File: src/hw/rtl/sv7seg_pkg.sv
// Shared constants, types and glyph table for the seven-segment formatter.
`timescale 1ns / 1ps

package sv7seg_pkg;

	// Display geometry and segment word width.
	localparam int DIGIT_COUNT = 6;
	localparam int SEG_W       = 8;
	localparam int READING_W   = 32;
	localparam int PLACES_W    = 3;
	localparam int CFG_DATA_W  = 3;

	// Magnitudes that fit the display stay below one million, so 20 bits suffice.
	localparam int VALUE_W     = 20;
	localparam int RECIP_W     = 20;
	localparam int RECIP_SHIFT = 23;
	localparam int PROD_W      = VALUE_W + RECIP_W;
	localparam int QUOT_W      = PROD_W - RECIP_SHIFT;
	localparam logic [RECIP_W-1:0] RECIP_TEN = 20'd838861;

	// Most digits after the point, and the smallest magnitudes that no longer fit.
	localparam logic [PLACES_W-1:0]  MAX_PLACES     = 3'd5;
	localparam logic [READING_W-1:0] LIMIT_NO_SIGN  = 32'd1000000;
	localparam logic [READING_W-1:0] LIMIT_WITH_SIGN = 32'd100000;

	// Segment patterns, a..g at bits 0..6, dp at bit 7.
	localparam logic [SEG_W-1:0] SEG_BLANK = 8'h00;
	localparam logic [SEG_W-1:0] SEG_MINUS = 8'h40;
	localparam logic [SEG_W-1:0] SEG_DP    = 8'h80;
	localparam logic [SEG_W-1:0] SEG_L     = 8'h38;
	localparam logic [SEG_W-1:0] SEG_O     = 8'h5C;
	localparam logic [SEG_W-1:0] SEG_H     = 8'h76;
	localparam logic [SEG_W-1:0] SEG_I     = 8'h06;

	// Configuration register indexes.
	typedef enum logic [0:0] {
		REG_POINT_DIGITS = 1'b0,
		REG_SHOW_SIGN    = 1'b1
	} cfg_reg_t;

	// Word handed from one cell to the next.
	typedef struct packed {
		logic [VALUE_W-1:0]           value;
		logic [PLACES_W-1:0]          pt_left;
		logic                         pt_done;
		logic                         has_frac;
		logic                         sign_on;
		logic                         overflow;
		logic                         prev_shown;
		logic [2*SEG_W-1:0]           fill;
		logic [DIGIT_COUNT*SEG_W-1:0] segs;
	} cell_data_t;

	// Decimal digit to segment pattern.
	function automatic logic [SEG_W-1:0] digit_glyph(input logic [3:0] d);
		logic [SEG_W-1:0] g;
		case (d)
			4'd0:    g = 8'h3F;
			4'd1:    g = 8'h06;
			4'd2:    g = 8'h5B;
			4'd3:    g = 8'h4F;
			4'd4:    g = 8'h66;
			4'd5:    g = 8'h6D;
			4'd6:    g = 8'h7D;
			4'd7:    g = 8'h07;
			4'd8:    g = 8'h7F;
			4'd9:    g = 8'h6F;
			default: g = SEG_BLANK;
		endcase
		return g;
	endfunction

endpackage

File: src/hw/rtl/sv7seg_entry.sv
// Entry stage: sign, magnitude, point saturation and overflow check.
`timescale 1ns / 1ps

module sv7seg_entry
	import sv7seg_pkg::*;
(
	input  logic                 clk,
	input  logic                 arst_n,
	input  logic                 in_valid,
	output logic                 in_ready,
	input  logic [READING_W-1:0] reading,
	input  logic [PLACES_W-1:0]  places,
	input  logic                 show_sign,
	output logic                 out_valid,
	input  logic                 out_ready,
	output cell_data_t           out_data
);

	logic                 valid_q;
	cell_data_t           data_q;
	cell_data_t           data_d;
	logic                 negative;
	logic                 sign_on;
	logic                 overflow;
	logic [READING_W-1:0] magnitude;
	logic [PLACES_W-1:0]  places_sat;

	// Magnitude and the overflow test against a limit chosen by the sign.
	always_comb begin
		negative   = reading[READING_W-1];
		magnitude  = negative ? (READING_W'(0) - reading) : reading;
		places_sat = (places > MAX_PLACES) ? MAX_PLACES : places;
		sign_on    = negative && show_sign;
		// With a sign and the most fraction digits there is no room left.
		overflow   = (sign_on && (places_sat == MAX_PLACES)) ||
		             (magnitude >= (sign_on ? LIMIT_WITH_SIGN : LIMIT_NO_SIGN));
	end

	// Word for the first cell.
	always_comb begin
		data_d.value      = overflow ? '0 : magnitude[VALUE_W-1:0];
		data_d.pt_left    = places_sat;
		data_d.pt_done    = 1'b0;
		data_d.has_frac   = (places_sat != '0);
		data_d.sign_on    = sign_on;
		data_d.overflow   = overflow;
		data_d.prev_shown = 1'b1;
		if (!overflow) begin
			data_d.fill = '0;
		end else if (negative) begin
			data_d.fill = {SEG_L, SEG_O};
		end else begin
			data_d.fill = {SEG_H, SEG_I};
		end
		data_d.segs = '0;
	end

	assign in_ready = !valid_q || out_ready;

	// Stage valid flag.
	always_ff @(posedge clk or negedge arst_n) begin
		if (!arst_n) begin
			valid_q <= 1'b0;
		end else if (in_ready) begin
			valid_q <= in_valid;
		end
	end

	// Stage payload.
	always_ff @(posedge clk) begin
		if (in_valid && in_ready) begin
			data_q <= data_d;
		end
	end

	assign out_valid = valid_q;
	assign out_data  = data_q;

endmodule

File: config.mk
export PLATFORM = sky130hd
export DESIGN_NAME = sv7seg_entry
export DESIGN_NICKNAME = d
export VERILOG_FILES = /design/src/hw/rtl/sv7seg_pkg.sv /design/src/hw/rtl/sv7seg_entry.sv
export SDC_FILE = /design/constraint.sdc
export NUM_CORES = 1
export LEC_CHECK = 0
export BUFFER_PORTS_ARGS = -buffer_cell sky130_fd_sc_hd__buf_2
export CAP_MARGIN = 20
export CORE_UTILIZATION = 47
export CTS_CLUSTER_DIAMETER = 100
export DETAILED_ROUTE_END_ITERATION = 7
export MAX_ROUTING_LAYER = met4
export PLACE_DENSITY = 0.83
export SETUP_SLACK_MARGIN = 0.1
export SLEW_MARGIN = 10
export SYNTH_ARGS = -nofsm -noshare
export SYNTH_HDL_FRONTEND = slang
export SYNTH_SLANG_ARGS = --single-unit
File: constraint.sdc
create_clock -name clk -period 2.1 [get_ports clk]
set_input_delay 0.21 -clock clk [delete_from_list [all_inputs] [get_ports clk]]
set_output_delay 0.21 -clock clk [all_outputs]
set_load 0.02 [all_outputs]
**Yosys cells after proc, flatten, opt, wreduce, memory -nomap -nowiden**

Index checks and enable logic that the tools add are counted.

- Flip-flop bits (word level): 43
- Word-level logic and storage cells: 22

- Add/subtract/negate cells: 1
- Order comparisons: 2
- Equality and inequality tests: 1
- Muxes and demuxes: 4
- Reductions and logical operators: 7

Operator list:

| cell | number |
|---|---|
| >= comparator 32 x 20 -> 1 bit | 1 |
| two-way mux 32 bit | 1 |
| subtractor 1 x 32 -> 32 bit, first input constant | 1 |
| two-way mux 20 bit | 1 |
| two-way mux 15 bit | 1 |
| == test 3 bit, second input constant | 1 |
| greater-than comparator 3 bit, second input constant | 1 |
| logical AND 1 bit | 3 |
| two-way mux 3 bit | 1 |
| nonzero test 3 bit | 1 |
| logical OR 1 bit | 2 |
| logical NOT 1 bit | 1 |

**Depth between registers and ports, before layout**

Gate-level depths: netlist of the first run.

- Depth after elaboration: 5
- Mapped depth: 14

**Worst setup path before layout of the first run**

Ideal clock, no wire load.

- Path type: input -> register
- Start: in reading[2]
- End: reg data_q (netlist bit out_data[59]) (data pin)
- Data arrival time: 3335 ps
- Data required time: 1847 ps
- Slack: -1487 ps
- Cell stages on the path: 14
- Path buffers: 2
- Path through: buf_6 -> nor3_2 -> nand3_1 -> or4_1 -> o31ai_1 -> xnor2_1 -> ha_1 -> a21o_1 -> a221oi_1 -> nand4b_1 -> nor3_1 -> nand4_4 -> buf_6 -> and2_4

RTL lines:

| element | RTL line | RTL |
|---|---|---|
| from (decl) | sv7seg_entry.sv:11 | `input logic [READING_W-1:0] reading,` |
| to (signal assigned) | sv7seg_entry.sv:72 | `data_q <= data_d;` |
| to (decl) | sv7seg_entry.sv:20 | `cell_data_t data_q;` |

**Worst setup path after layout of the first run**

- Start: in reading[7]
- End: reg data_q (netlist bit out_data[91]) (data pin)

- Word-level cells in the longest chain between the ends: 4

RTL lines:

| element | RTL line | RTL |
|---|---|---|
| subtractor 1 x 32 -> 32 bit | sv7seg_entry.sv:31 | `magnitude = negative ? (READING_W'(0) - reading) : reading;` |
| two-way mux 32 bit | sv7seg_entry.sv:31 |  |
| named net magnitude[18] | sv7seg_entry.sv:25 | `logic [READING_W-1:0] magnitude;` |
| >= comparator 32 x 20 -> 1 bit | sv7seg_entry.sv:36 | `(magnitude >= (sign_on ? LIMIT_WITH_SIGN : LIMIT_NO_SIGN));` |
| logical OR 1 bit | sv7seg_entry.sv:35 | `overflow = (sign_on && (places_sat == MAX_PLACES)) \|\|` |

The timed path passes the listed nets, and every way through them passes these cells.
A chain may end at the register's enable or synchronous reset.

==> metrics.json, run 1 <==
{
  "run_status": {
    "outcome": "complete, but fails checks",
    "failed_checks": "setup timing"
  },
  "route": {
    "drtPass1Iterations": 4,
    "remaining_drc_errors": 0,
    "post_dr_wirelength_cell_um": 12.9,
    "ant_nets_after_route": 0,
    "first_iter_violations": 158,
    "viasPerCell": 4.89,
    "route.vias.total": 2438,
    "routed_wirelength_um": 6440
  },
  "layout": {
    "syn2layout_area_growth_pct": 36.6,
    "fin_nets": 477,
    "multi_input_area_sq_um": 1540,
    "final_area_sq_um": 3640,
    "drive_above_1_share_pct": 44.0,
    "finish.utilization_pct": 66.6,
    "num-fill-cells": 439,
    "antenna_cells_inserted": 0,
    "finalNonFillerCells": 499,
    "area.sequential_sq_um": 896
  },
  "placement": {
    "postPlaceCellArea_sq_um": 3380,
    "hpwlAfterDp_um": 4840,
    "placement.io_buffers": 78,
    "place_inst": 484,
    "finalWeightedCongestion": 0.907,
    "detailedPlace.worstSlack_ns": -1.51
  },
  "floorplan": {
    "die_area_sq_um": 5980,
    "die_x_um": 77.3,
    "fp-row-count": 27,
    "pin_count": 134,
    "core_area_sq_um": 5470,
    "die_height_um": 77.3,
    "floorplan.initialDensity_pct": 48.7
  },
  "timing": {
    "final.min_clock_period_ns": 3.15,
    "final.hold.worst_slack_ns": 0.127,
    "min_period_over_period_pct": 150,
    "rsz_0062_raised_after_global_routing": "yes",
    "setup-violations-final": 24,
    "fin_worst_skew_ns": 0.00352,
    "timing.final.max_slew_violations": 0,
    "total_negative_slack_ns": -23.97,
    "timing.fmax_mhz": 318,
    "setup_slack_ns": -1.05,
    "final_hold_viol_count": 0
  },
  "grt": {
    "grt_start_max_net_pins": 30,
    "global_route_usage_sum_pct": 22.0,
    "antenna_violations_before_repair": 0,
    "first_global_vias": 2190,
    "grt_remaining_overflow": 0,
    "global_route_wire_length_before_repair_um": 9980
  },
  "critical_path": {
    "crit_required_ns": 2.25,
    "cp_max_fo": 6,
    "path_buf_inv": 2,
    "start_kind": "input port",
    "cpLargestDelayFamily": "simple AND/OR/NAND/NOR gates",
    "worst_path_max_delay_cell": "or4_4",
    "setup.worst_path.end_class": "flop",
    "data_arrival_time_of_the_worst_path_ns": 3.29,
    "worstPathCellList": "buf_6 > nor4_4 > nand3_2 > or4_4 > o31ai_4 > xnor2_2 > ha_1 > a21o_1 > a221oi_2 > nand4b_1 > nor3_4 > buf_6 > nand4_4 > and2b_1",
    "crit_type": "input port to flop",
    "slowest_delay_ns": 0.51,
    "timing.critical_path.mode_cell": "buf_6"
  },
  "clock_network": {
    "cts.path.max_buffers": 2,
    "ctsHtreeMaxLevel": 2,
    "tritoncts": "built",
    "clock_slew_at_the_register_clock_pins_of_the_worst_setup_and_hold_paths_ns": 0.06,
    "cts_made_buffers": 5,
    "clock_insertion_delay_worst_skew_ns": 0.28,
    "clock_sinks": 30,
    "cts.root.buffer_cell": "clkbuf_8"
  },
  "power_and_ir_drop": {
    "power_mw": 1.70,
    "ir_worst_vdd_v": 0.000286,
    "internal_power_mw": 1.15,
    "p_leak_nw": 1.67,
    "p_sw_share_pct": 32.8,
    "netSwitchingPower_uw": 559,
    "share_clk_of_total_power_pct": 25.1,
    "power.density_nw_per_um2": 468,
    "seqPwrFrac_pct": 40.4,
    "combinational_cell_fraction_of_total_power_pct": 34.4
  },
  "synthesis": {
    "syn-mean-instance-area_sq_um": 9.49,
    "yosys-mux-area-fraction_pct": 1.22,
    "synth_top_area_cell": "edfxtp_1",
    "fraction_of_registers_with_async_set_reset_pct": 3.33,
    "yosys_register_bits": 30,
    "synth_compound_area_share_pct": 12.3,
    "synthSimpleGateAreaFrac_pct": 20.4,
    "ys_seq_area_share_pct": 33.6,
    "yosysTopAreaCellShare_pct": 32.7,
    "synth_edf_count": 29,
    "yosysWarningCount": 0,
    "post_synth_inst_count": 281,
    "ys_types": 53,
    "leading_cell_types_by_total_area_after_synthesis": "edfxtp_1 (33%), buf_4 (18%), ha_1 (5.2%)",
    "yosys.area_share.adder_pct": 5.16,
    "dominant_combinational_cell_family_by_area_after_synthesis": "buffers and inverters",
    "synth_top_flop_cell": "edfxtp_1",
    "syn-cell-area_sq_um": 2670,
    "synthXorXnorAreaFrac_pct": 6.24
  },
  "job": {
    "drv_cap": 0
  },
  "hold_path": {
    "worstHoldPathType": "input port to flop"
  }
}
-- cells in the mapped netlist (all sizes together) (2+ instances only) --
cell and number:
a211oi 4, a21o 2, a21oi 3, a31oi 2
a41oi 3, and2 3, and2b 3, buf 66
clkbuf 5, conb 2, edfxtp 29, ha 11
inv 7, mux2 2, nand2 14, nand2b 3
nand3 8, nand4 6, nor2 21, nor2b 12
nor3 10, nor4 6, o211ai 4, o21ai 8
o31ai 4, o41ai 3, or3 3, or4 2
xnor2 15, xor2 4
-- repair_timing --
action	CTS	global route
gates cloned	1	0
hold endpoints to repair	1	0
pin swaps	12	2
endpoints found under the setup margin	24	24
buffers inserted	5	0
resized for setup	23	7
hold buffers	1	0
-- final cells by class --
| cell class | count | share of cell area, % |
|---|---|---|
| sequential | 30 | 24.6 |
| tap | 72 | 2.47 |
| clock buffer | 6 | 1.99 |
| clock inverter | 2 | 0.240 |
| multi-input combinational | 226 | 42.3 |
| timing repair buffer | 155 | 27.6 |
| inverter | 8 | 0.824 |
-- cells in the final DEF, fill, tap and decap left out, types with 3 or more instances in the layout --
master,netlist,layout
a211oi_1,4,4
nand2_1,14,14
nand3_1,8,7
nor3_1,9,8
buf_2,0,76
nor2_1,21,17
xnor2_1,15,14
buf_6,3,8
nand2b_1,3,3
conb_1,2,55
clkbuf_8,0,5
ha_1,11,10
and2b_1,3,3
xor2_1,4,4
o211ai_1,3,3
nor4_1,5,5
buf_4,63,70
a21oi_1,3,3
a41oi_1,3,3
o21ai_0,8,6
nor2b_1,12,10
inv_1,7,7
edfxtp_1,29,29
nor2_2,0,4
nand4_1,5,5
-- power groups by stage --
stage                     logic (mW)  registers, mW  clock network, mW
final                          0.587          0.689              0.429
after global placement         0.531          0.701                  0
after detailed placement       0.544          0.702                  0
after global routing           0.628          0.691              0.458
after CTS                      0.571          0.690              0.432
after floorplan                0.360          0.735                  0
-- registers in the layout (all words and copies together), names as in the netlist --
name       count
out_valid      1
out_data      29
-- final timing paths --
| path | from | endpoint | slack [ns] | cells past startpoint |
|---|---|---|---|---|
| max in group asynchronous | arst_n | out_valid$_DFFE_PN0N_ | 1.79 | 2 |
| setup reg to reg | out_valid$_DFFE_PN0N_ | out_data[91]$_SDFFCE_PP0P_ | 0.84 | 3 |
| setup / recovery | reading[7] | out_data[91]$_SDFFCE_PP0P_ | -1.05 | 14 |
| hold reg to reg | out_valid$_DFFE_PN0N_ | out_valid$_DFFE_PN0N_ | 0.53 | 2 |
| hold / removal | in_valid | out_valid$_DFFE_PN0N_ | 0.13 | 2 |
| min in group asynchronous | arst_n | out_valid$_DFFE_PN0N_ | 0.23 | 2 |
-- cell families after synthesis --
group,Yosys count
other,2
XOR/XNOR,19
AO/OA/AOI/OAI,42
adder cells (fa/ha/maj),11
flip-flops,30
buffers and inverters,79
multiplexers,3
AND/OR/NAND/NOR,95
-- worst reg2reg max path: cells and delay by family, from the launching register on --
family	cells	cell delay [ns]
buffers and inverters	1	0.32
DFF	1	0.37
and+or+nand+nor	2	0.23
-- metal layers --
metal	up-vias	track usage, %	wire [um]
li1	1193	-	-
met1	1105	23.5	2530
met2	127	39.5	3330
met3	13	2.38	404
met4	0	12.3	172
met5	-	-	0
Power figures use the tool's default switching activity.
==> run 2: changes to the inputs <==
- clock period: 2.1 -> 2.92 ns (I/O delays scaled with it)
==> metrics.json, run 2 (synthesis gave the netlist of run 1 again) <==
{
  "run_status": {
    "outcome": {"value": "complete, but fails checks", "change": "unchanged"},
    "failed_checks": {"value": "setup timing", "change": "unchanged"}
  },
  "layout": {
    "antenna_cells_inserted": {"value": 0, "change": "unchanged"},
    "finalNonFillerCells": {"value": 464, "change": "was 499"},
    "number_of_flip_flops_in_the_largest_register": {"value": 29, "change": "unchanged"},
    "mostFrequentLayoutCells": {"value": "buf_2 (76), conb_1 (55), buf_4 (38), edfxtp_1 (29), nor2_1 (17)", "change": "was buf_2 (76), buf_4 (70), conb_1 (55), edfxtp_1 (29), nor2_1 (17)"},
    "mostFrequentLayoutCell": {"value": "buf_2", "change": "unchanged"},
    "fin_nets": {"value": 442, "change": "was 477"},
    "syn2layout_area_growth": {"value": 26.4, "unit": "%", "change": "was 36.6%"},
    "drive_above_1_share": {"value": 38.3, "unit": "%", "change": "was 44.0%"}
  },
  "critical_path": {
    "worst_path_max_delay_cell": {"value": "or4_4", "change": "unchanged"},
    "start_kind": {"value": "input port", "change": "unchanged"},
    "crit_cells": {"value": 14, "change": "unchanged"},
    "worstPathCellList": {"value": "buf_8 > nor4_4 > nand3_2 > or4_4 > o31ai_4 > xnor2_2 > ha_1 > a21o_1 > a221oi_2 > nand4b_1 > nor3_4 > nand4_4 > buf_4 > nor2_1", "change": "was buf_6 > nor4_4 > nand3_2 > or4_4 > o31ai_4 > xnor2_2 > ha_1 > a21o_1 > a221oi_2 > nand4b_1 > nor3_4 > buf_6 > nand4_4 > and2b_1"},
    "reg2reg_to": {"value": "out_data[84]$_SDFFCE_PP0P_", "change": "was out_data[91]$_SDFFCE_PP0P_"},
    "setup.worst_path.start": {"value": "reading[7]", "change": "unchanged"},
    "r2r_cells": {"value": 3, "change": "unchanged"},
    "worst-r2r-setup-slack": {"value": 1.65, "unit": "ns", "change": "was 0.84 ns"},
    "cp_max_fo": {"value": 6, "change": "unchanged"},
    "critical_path.endpoint": {"value": "out_data[73]$_SDFFCE_PP0P_", "change": "was out_data[91]$_SDFFCE_PP0P_"},
    "crit_required": {"value": 3.06, "unit": "ns", "change": "was 2.25 ns"},
    "crit_type": {"value": "input port to flop", "change": "unchanged"},
    "path_buf_inv": {"value": 2, "change": "unchanged"},
    "slowest_delay": {"value": 0.51, "unit": "ns", "change": "about the same"},
    "timing.rr.start": {"value": "out_valid$_DFFE_PN0N_", "change": "unchanged"},
    "data_arrival_time_of_the_worst_path": {"value": 3.30, "unit": "ns", "change": "was 3.29 ns"},
    "setup.worst_path.end_class": {"value": "flop", "change": "unchanged"},
    "cpLargestDelayFamily": {"value": "simple AND/OR/NAND/NOR gates", "change": "unchanged"}
  },
  "route": {
    "drtPass1Iterations": {"value": 5, "change": "was 4"},
    "routed_wirelength": {"value": 5840, "unit": "um", "change": "was 6440 um"},
    "viasPerCell": {"value": 4.98, "change": "was 4.89"},
    "ant_nets_after_route": {"value": 0, "change": "unchanged"},
    "route.vias.total": {"value": 2309, "change": "was 2438"},
    "post_dr_wirelength_cell": {"value": 12.6, "unit": "um", "change": "was 12.9 um"},
    "first_iter_violations": {"value": 123, "change": "was 158"},
    "remaining_drc_errors": {"value": 0, "change": "unchanged"}
  },
  "timing": {
    "total_negative_slack": {"value": -5.00, "unit": "ns", "change": "was -23.97 ns"},
    "slew-limit-headroom_pct": 59.7,
    "fin_worst_skew": {"value": 0.00526, "unit": "ns", "change": "was 0.00352 ns"},
    "rsz_0062_raised_after_global_routing": {"value": "yes", "change": "unchanged"},
    "tightestPinTransition_ns": 0.599,
    "setup_slack": {"value": -0.241, "unit": "ns", "change": "was -1.05 ns"},
    "timing.final.max_slew_violations": {"value": 0, "change": "unchanged"},
    "final.hold.worst_slack": {"value": 0.217, "unit": "ns", "change": "was 0.127 ns"},
    "min_period_over_period_pct": 108,
    "final_hold_viol_count": {"value": 0, "change": "unchanged"},
    "final.min_clock_period_ns": 3.16,
    "timing.fmax_mhz": 316,
    "setup-violations-final": {"value": 24, "change": "unchanged"}
  },
  "grt": {
    "global_route_usage_sum": {"value": 20.4, "unit": "%", "change": "was 22.0%"},
    "antenna_violations_before_repair": {"value": 0, "change": "unchanged"},
    "grt_start_max_net_pins": {"value": 30, "change": "unchanged"},
    "first_global_vias": {"value": 2046, "change": "was 2190"},
    "global_route_wire_length_before_repair": {"value": 9270, "unit": "um", "change": "was 9980 um"},
    "grt_remaining_overflow": {"value": 0, "change": "unchanged"}
  },
  "placement": {
    "place_inst": {"value": 450, "change": "was 484"},
    "finalWeightedCongestion": {"value": 0.915, "change": "was 0.907"},
    "placement.io_buffers": {"value": 78, "change": "unchanged"},
    "hpwlAfterDp": {"value": 4550, "unit": "um", "change": "was 4840 um"},
    "detailedPlace.worstSlack": {"value": -0.608, "unit": "ns", "change": "was -1.51 ns"}
  },
  "floorplan": {
    "core_area": {"value": 5470, "unit": "sq um", "change": "unchanged"},
    "floorplan.initialDensity": {"value": 48.7, "unit": "%", "change": "unchanged"},
    "fp-row-count": {"value": 27, "change": "unchanged"},
    "die_area": {"value": 5980, "unit": "sq um", "change": "unchanged"},
    "die_height": {"value": 77.3, "unit": "um", "change": "unchanged"},
    "die_x": {"value": 77.3, "unit": "um", "change": "unchanged"},
    "pin_count": {"value": 134, "change": "unchanged"}
  },
  "power_and_ir_drop": {
    "ir_worst_vdd": {"value": 0.000293, "unit": "V", "change": "was 0.000286 V"},
    "p_leak": {"value": 1.50, "unit": "nW", "change": "was 1.67 nW"},
    "power.density": {"value": 355, "unit": "nW/um^2", "change": "was 468 nW/um^2"}
  },
  "hold_path": {
    "worstHoldPathType": {"value": "input port to flop", "change": "unchanged"},
    "holdPathStages": {"value": 2, "change": "unchanged"}
  },
  "job": {
    "drv_cap": {"value": 0, "change": "unchanged"}
  },
  "clock_network": {
    "cts.root.buffer_cell": {"value": "clkbuf_8", "change": "unchanged"},
    "ctsHtreeMaxLevel": {"value": 2, "change": "unchanged"},
    "clock_insertion_delay_worst_skew": {"value": 0.28, "unit": "ns", "change": "about the same"},
    "clock_slew_at_the_register_clock_pins_of_the_worst_setup_and_hold_paths": {"value": 0.06, "unit": "ns", "change": "about the same"},
    "cts.path.max_buffers": {"value": 2, "change": "unchanged"},
    "clock_sinks": {"value": 30, "change": "unchanged"},
    "cts_made_buffers": {"value": 5, "change": "unchanged"},
    "tritoncts": {"value": "built", "change": "unchanged"}
  }
}
-- run 2: changes by cell type in the layout (fill, tap and decap cells not counted), sizes merged --
cell	before	now
buf	154	119
clkbuf	6	8
clkinv	3	1
-- run 2: layout make-up --
class,count,area [sq um]
fillers,466,2100
multi-input cells,226,1530
flip-flops and latches,30,896
repair buffers,120,736
clock buffers,8,90.1
well taps,72,90.1
inverters,8,30.0
-- run 2: worst reg2reg max path, cell delays in order (launching register included) --
cell and delay (ns):
dfrtp_1 0.37, nand2b_1 0.10, and2_1 0.13, buf_4 0.32
-- run 2: report_power, final --
| part | internal (mW) | leakage [nW] | switching (mW) |
|---|---|---|---|
| Clock | 0.192 | 0.0455 | 0.141 |
| Combinational | 0.132 | 1.16 | 0.237 |
| Sequential | 0.491 | 0.293 | 0.00464 |
| Total | 0.814 | 1.50 | 0.383 |
-- run 2: routing by layer --
metal	global-route usage, %	wire [um]
met1	22.0	2230
met2	36.5	3060
met3	3.57	430
met4	8.87	113
met5	-	0
-- run 2: through the flow --
step | utilization (%) | cell area [sq um] | total power, mW
final | 61.6 | 3370 | 1.20
after global routing | 61.6 | 3370 | 1.26
after CTS | 60.6 | 3320 | 1.19
after detailed placement | 57.1 | 3130 | 0.852
after global placement | 57.1 | 3130 | 0.845
after floorplan | - | 2900 | 0.788
-- run 2: worst min path at each step --
stage / from / end / slack [ns]
after CTS: in_valid / out_valid$_DFFE_PN0N_ / 0.22
after global routing: in_valid / out_valid$_DFFE_PN0N_ / 0.23
final: in_valid / out_valid$_DFFE_PN0N_ / 0.22
after global placement: arst_n / out_valid$_DFFE_PN0N_ / 0.07
after floorplan: arst_n / out_valid$_DFFE_PN0N_ / -0.004
after detailed placement: arst_n / out_valid$_DFFE_PN0N_ / 0.07
-- run 2: timing repair --
item	4_1_cts	5_1_grt
resized for setup	19	7
hold endpoints to repair	1	0
endpoints found under the setup margin	24	24
buffers inserted	1	2
hold buffers	1	0
gates cloned	2	0
pin swaps	11	3
==> run 3: changes to the inputs <==
- TNS_END_PERCENT: unset -> 10
==> metrics.json, run 3 (synthesis gave the netlist of run 1 again) <==
{
  "timing": {
    "final_hold_viol_count": {"value": 0, "change": "unchanged"},
    "rsz_0062_raised_after_global_routing": {"value": "yes", "change": "unchanged"},
    "tightestPinTransition": {"value": 0.516, "unit": "ns", "change": "was 0.599 ns"},
    "slew-limit-headroom": {"value": 65.4, "unit": "%", "change": "was 59.7%"},
    "timing.fmax": {"value": 306, "unit": "MHz", "change": "was 316 MHz"},
    "min_period_over_period": {"value": 112, "unit": "%", "change": "was 108%"},
    "fin_worst_skew": {"value": 0.00404, "unit": "ns", "change": "was 0.00526 ns"},
    "final.min_clock_period": {"value": 3.26, "unit": "ns", "change": "was 3.16 ns"},
    "timing.final.max_slew_violations": {"value": 0, "change": "unchanged"},
    "setup-violations-final": {"value": 24, "change": "unchanged"},
    "setup_slack": {"value": -0.344, "unit": "ns", "change": "was -0.241 ns"},
    "total_negative_slack": {"value": -7.35, "unit": "ns", "change": "was -5.00 ns"}
  },
  "placement": {
    "finalWeightedCongestion": {"value": 0.870, "change": "was 0.915"},
    "postPlaceCellArea": {"value": 3130, "unit": "sq um", "change": "unchanged"},
    "placement.io_buffers": {"value": 78, "change": "unchanged"},
    "hpwlAfterDp": {"value": 4710, "unit": "um", "change": "was 4550 um"},
    "detailedPlace.worstSlack": {"value": -0.697, "unit": "ns", "change": "was -0.608 ns"}
  },
  "power_and_ir_drop": {
    "internal_power": {"value": 813, "unit": "uW", "change": "was 814 uW"},
    "share_clk_of_total_power": {"value": 27.9, "unit": "%", "change": "was 27.8%"},
    "seqPwrFrac": {"value": 41.2, "unit": "%", "change": "was 41.4%"},
    "combinational_cell_fraction_of_total_power": {"value": 30.9, "unit": "%", "change": "was 30.8%"},
    "ir_worst_vdd": {"value": 0.000292, "unit": "V", "change": "was 0.000293 V"},
    "netSwitchingPower": {"value": 388, "unit": "uW", "change": "was 383 uW"},
    "p_leak": {"value": 1.49, "unit": "nW", "change": "was 1.50 nW"},
    "power.density": {"value": 360, "unit": "nW/um^2", "change": "was 355 nW/um^2"},
    "p_sw_share": {"value": 32.3, "unit": "%", "change": "was 32.0%"}
  },
  "floorplan": {
    "die_height": {"value": 77.3, "unit": "um", "change": "unchanged"},
    "pin_count": {"value": 134, "change": "unchanged"},
    "die_area": {"value": 5980, "unit": "sq um", "change": "unchanged"},
    "fp-row-count": {"value": 27, "change": "unchanged"},
    "die_x": {"value": 77.3, "unit": "um", "change": "unchanged"},
    "core_area": {"value": 5470, "unit": "sq um", "change": "unchanged"},
    "floorplan.initialDensity": {"value": 48.7, "unit": "%", "change": "unchanged"}
  },
  "critical_path": {
    "data_arrival_time_of_the_worst_path": {"value": 3.40, "unit": "ns", "change": "was 3.30 ns"},
    "crit_required": {"value": 3.06, "unit": "ns", "change": "about the same"},
    "crit_type": {"value": "input port to flop", "change": "unchanged"},
    "slowest_delay": {"value": 0.52, "unit": "ns", "change": "was 0.51 ns"},
    "setup.worst_path.end_class": {"value": "flop", "change": "unchanged"},
    "worstPathCellList": {"value": "buf_8 > nor4_4 > nand3_2 > or4_4 > o31ai_4 > xnor2_2 > ha_1 > a21o_1 > a221oi_2 > nand4b_1 > nor3_4 > nand4_4 > buf_4 > nor2_1", "change": "unchanged"},
    "worst_path_max_delay_cell": {"value": "or4_4", "change": "unchanged"},
    "cpLargestDelayFamily": {"value": "simple AND/OR/NAND/NOR gates", "change": "unchanged"},
    "path_buf_inv": {"value": 2, "change": "unchanged"},
    "cp_max_fo": {"value": 6, "change": "unchanged"},
    "start_kind": {"value": "input port", "change": "unchanged"}
  },
  "grt": {
    "global_route_usage_sum": {"value": 20.7, "unit": "%", "change": "was 20.4%"},
    "first_global_vias": {"value": 2101, "change": "was 2046"},
    "global_route_wire_length_before_repair": {"value": 9430, "unit": "um", "change": "was 9270 um"},
    "antenna_violations_before_repair": {"value": 0, "change": "unchanged"},
    "grt_start_max_net_pins": {"value": 30, "change": "unchanged"},
    "grt_remaining_overflow": {"value": 0, "change": "unchanged"}
  },
  "clock_network": {
    "clock_insertion_delay_worst_skew": {"value": 0.28, "unit": "ns", "change": "about the same"},
    "tritoncts": {"value": "built", "change": "unchanged"},
    "cts_made_buffers": {"value": 5, "change": "unchanged"},
    "post_cts_buffers": {"value": 0, "change": "was 1"},
    "clock_slew_at_the_register_clock_pins_of_the_worst_setup_and_hold_paths": {"value": 0.06, "unit": "ns", "change": "about the same"},
    "cts.root.buffer_cell": {"value": "clkbuf_8", "change": "unchanged"},
    "cts.path.max_buffers": {"value": 2, "change": "unchanged"},
    "clock_sinks": {"value": 30, "change": "unchanged"},
    "ctsHtreeMaxLevel": {"value": 2, "change": "unchanged"}
  },
  "layout": {
    "syn2layout_area_growth": {"value": 25.2, "unit": "%", "change": "was 26.4%"},
    "fin_nets": {"value": 439, "change": "was 442"},
    "num-fill-cells": {"value": 479, "change": "was 466"},
    "antenna_cells_inserted": {"value": 0, "change": "unchanged"},
    "mostFrequentLayoutCell": {"value": "buf_2", "change": "unchanged"},
    "number_of_flip_flops_in_the_largest_register": {"value": 29, "change": "unchanged"},
    "mostFrequentLayoutCells": {"value": "buf_2 (76), conb_1 (55), buf_4 (35), edfxtp_1 (29), nor2_1 (18)", "change": "was buf_2 (76), conb_1 (55), buf_4 (38), edfxtp_1 (29), nor2_1 (17)"},
    "drive_above_1_share": {"value": 38.3, "unit": "%", "change": "about the same"},
    "final_area": {"value": 3340, "unit": "sq um", "change": "was 3370 sq um"}
  },
  "route": {
    "route.vias.total": {"value": 2340, "change": "was 2309"},
    "drtPass1Iterations": {"value": 4, "change": "was 5"},
    "ant_nets_after_route": {"value": 0, "change": "unchanged"},
    "viasPerCell": {"value": 5.08, "change": "was 4.98"},
    "remaining_drc_errors": {"value": 0, "change": "unchanged"},
    "routed_wirelength": {"value": 6080, "unit": "um", "change": "was 5840 um"},
    "first_iter_violations": {"value": 108, "change": "was 123"},
    "post_dr_wirelength_cell": {"value": 13.2, "unit": "um", "change": "was 12.6 um"}
  },
  "hold_path": {
    "worstHoldPathType": {"value": "input port to flop", "change": "unchanged"}
  },
  "job": {
    "drv_cap": {"value": 0, "change": "unchanged"}
  },
  "run_status": {
    "outcome": {"value": "complete, but fails checks", "change": "unchanged"},
    "failed_checks": {"value": "setup timing", "change": "unchanged"}
  }
}
run 3: cell types whose count changed in the layout (fill, tap and decap cells not counted), sizes merged:
cell	before	now
clkinv	1	2
buf	119	116
clkbuf	8	7
run 3: repair_timing:
item                                   4_1_cts  5_1_grt
setup endpoints to repair                   24       24
endpoints found under the hold margin        1        0
gates cloned                                 2        0
hold buffers                                 1        0
pin swaps                                   11        1
resized for setup                           11       13
run 3: worst reg2reg max path, cell delays in order, from the launching register on:
cell and delay [ns]:
dfrtp_1 0.37, nand2b_1 0.11, and2_1 0.14, buf_4 0.32
run 3: power groups by stage:
stage	sequential, mW	combinational, mW	clock [mW]
5_1_grt	0.497	0.400	0.351
6_report	0.495	0.372	0.335
3_5_place_dp	0.505	0.353	0
3_3_place_gp	0.504	0.346	0
2_1_floorplan	0.529	0.259	0
4_1_cts	0.496	0.361	0.337
run 3: layout make-up:
cell class | count | area, sq um | share of cell area, %
Clock buffer | 7 | 86.3 | 2.59
Clock inverter | 1 | 5.00 | 0.150
Inverter | 8 | 30.0 | 0.900
Multi-Input combinational cell | 226 | 1520 | 45.5
Sequential cell | 30 | 896 | 26.8
Tap cell | 72 | 90.1 | 2.70
Timing Repair Buffer | 117 | 713 | 21.4
run 3: layer usage:
layer	part of all wire (%)	vias up	track usage (%)
li1	-	1114	-
met1	39	1106	22.3
met2	53	108	37.2
met3	5.5	12	1.90
met4	2.8	0	11.1
met5	0	-	-
run 3: final timing paths:
| path | startpoint | to | slack, ns | depth (start not counted) |
|---|---|---|---|---|
| worst max-delay path | reading[7] | out_data[74]$_SDFFCE_PP0P_ | -0.34 | 14 |
| worst min-delay path | in_valid | out_valid$_DFFE_PN0N_ | 0.22 | 2 |
| worst max register to register | out_valid$_DFFE_PN0N_ | out_data[59]$_SDFFCE_PN0P_ | 1.64 | 3 |
| worst min register to register | out_valid$_DFFE_PN0N_ | out_valid$_DFFE_PN0N_ | 0.54 | 2 |
| max in group asynchronous | arst_n | out_valid$_DFFE_PN0N_ | 2.49 | 2 |
| min in group asynchronous | arst_n | out_valid$_DFFE_PN0N_ | 0.34 | 2 |
run 3: through the flow:
step | total power [mW] | cells | utilization [%] | hold WS [ns]
after floorplan | 0.788 | 334 | - | -0.00359
after global placement | 0.850 | 450 | 57.1 | 0.0672
after detailed placement | 0.857 | 450 | 57.1 | 0.0704
after CTS | 1.19 | 461 | 60.1 | 0.224
after global routing | 1.25 | 461 | 61.0 | 0.231
final | 1.20 | 461 | 61.0 | 0.224
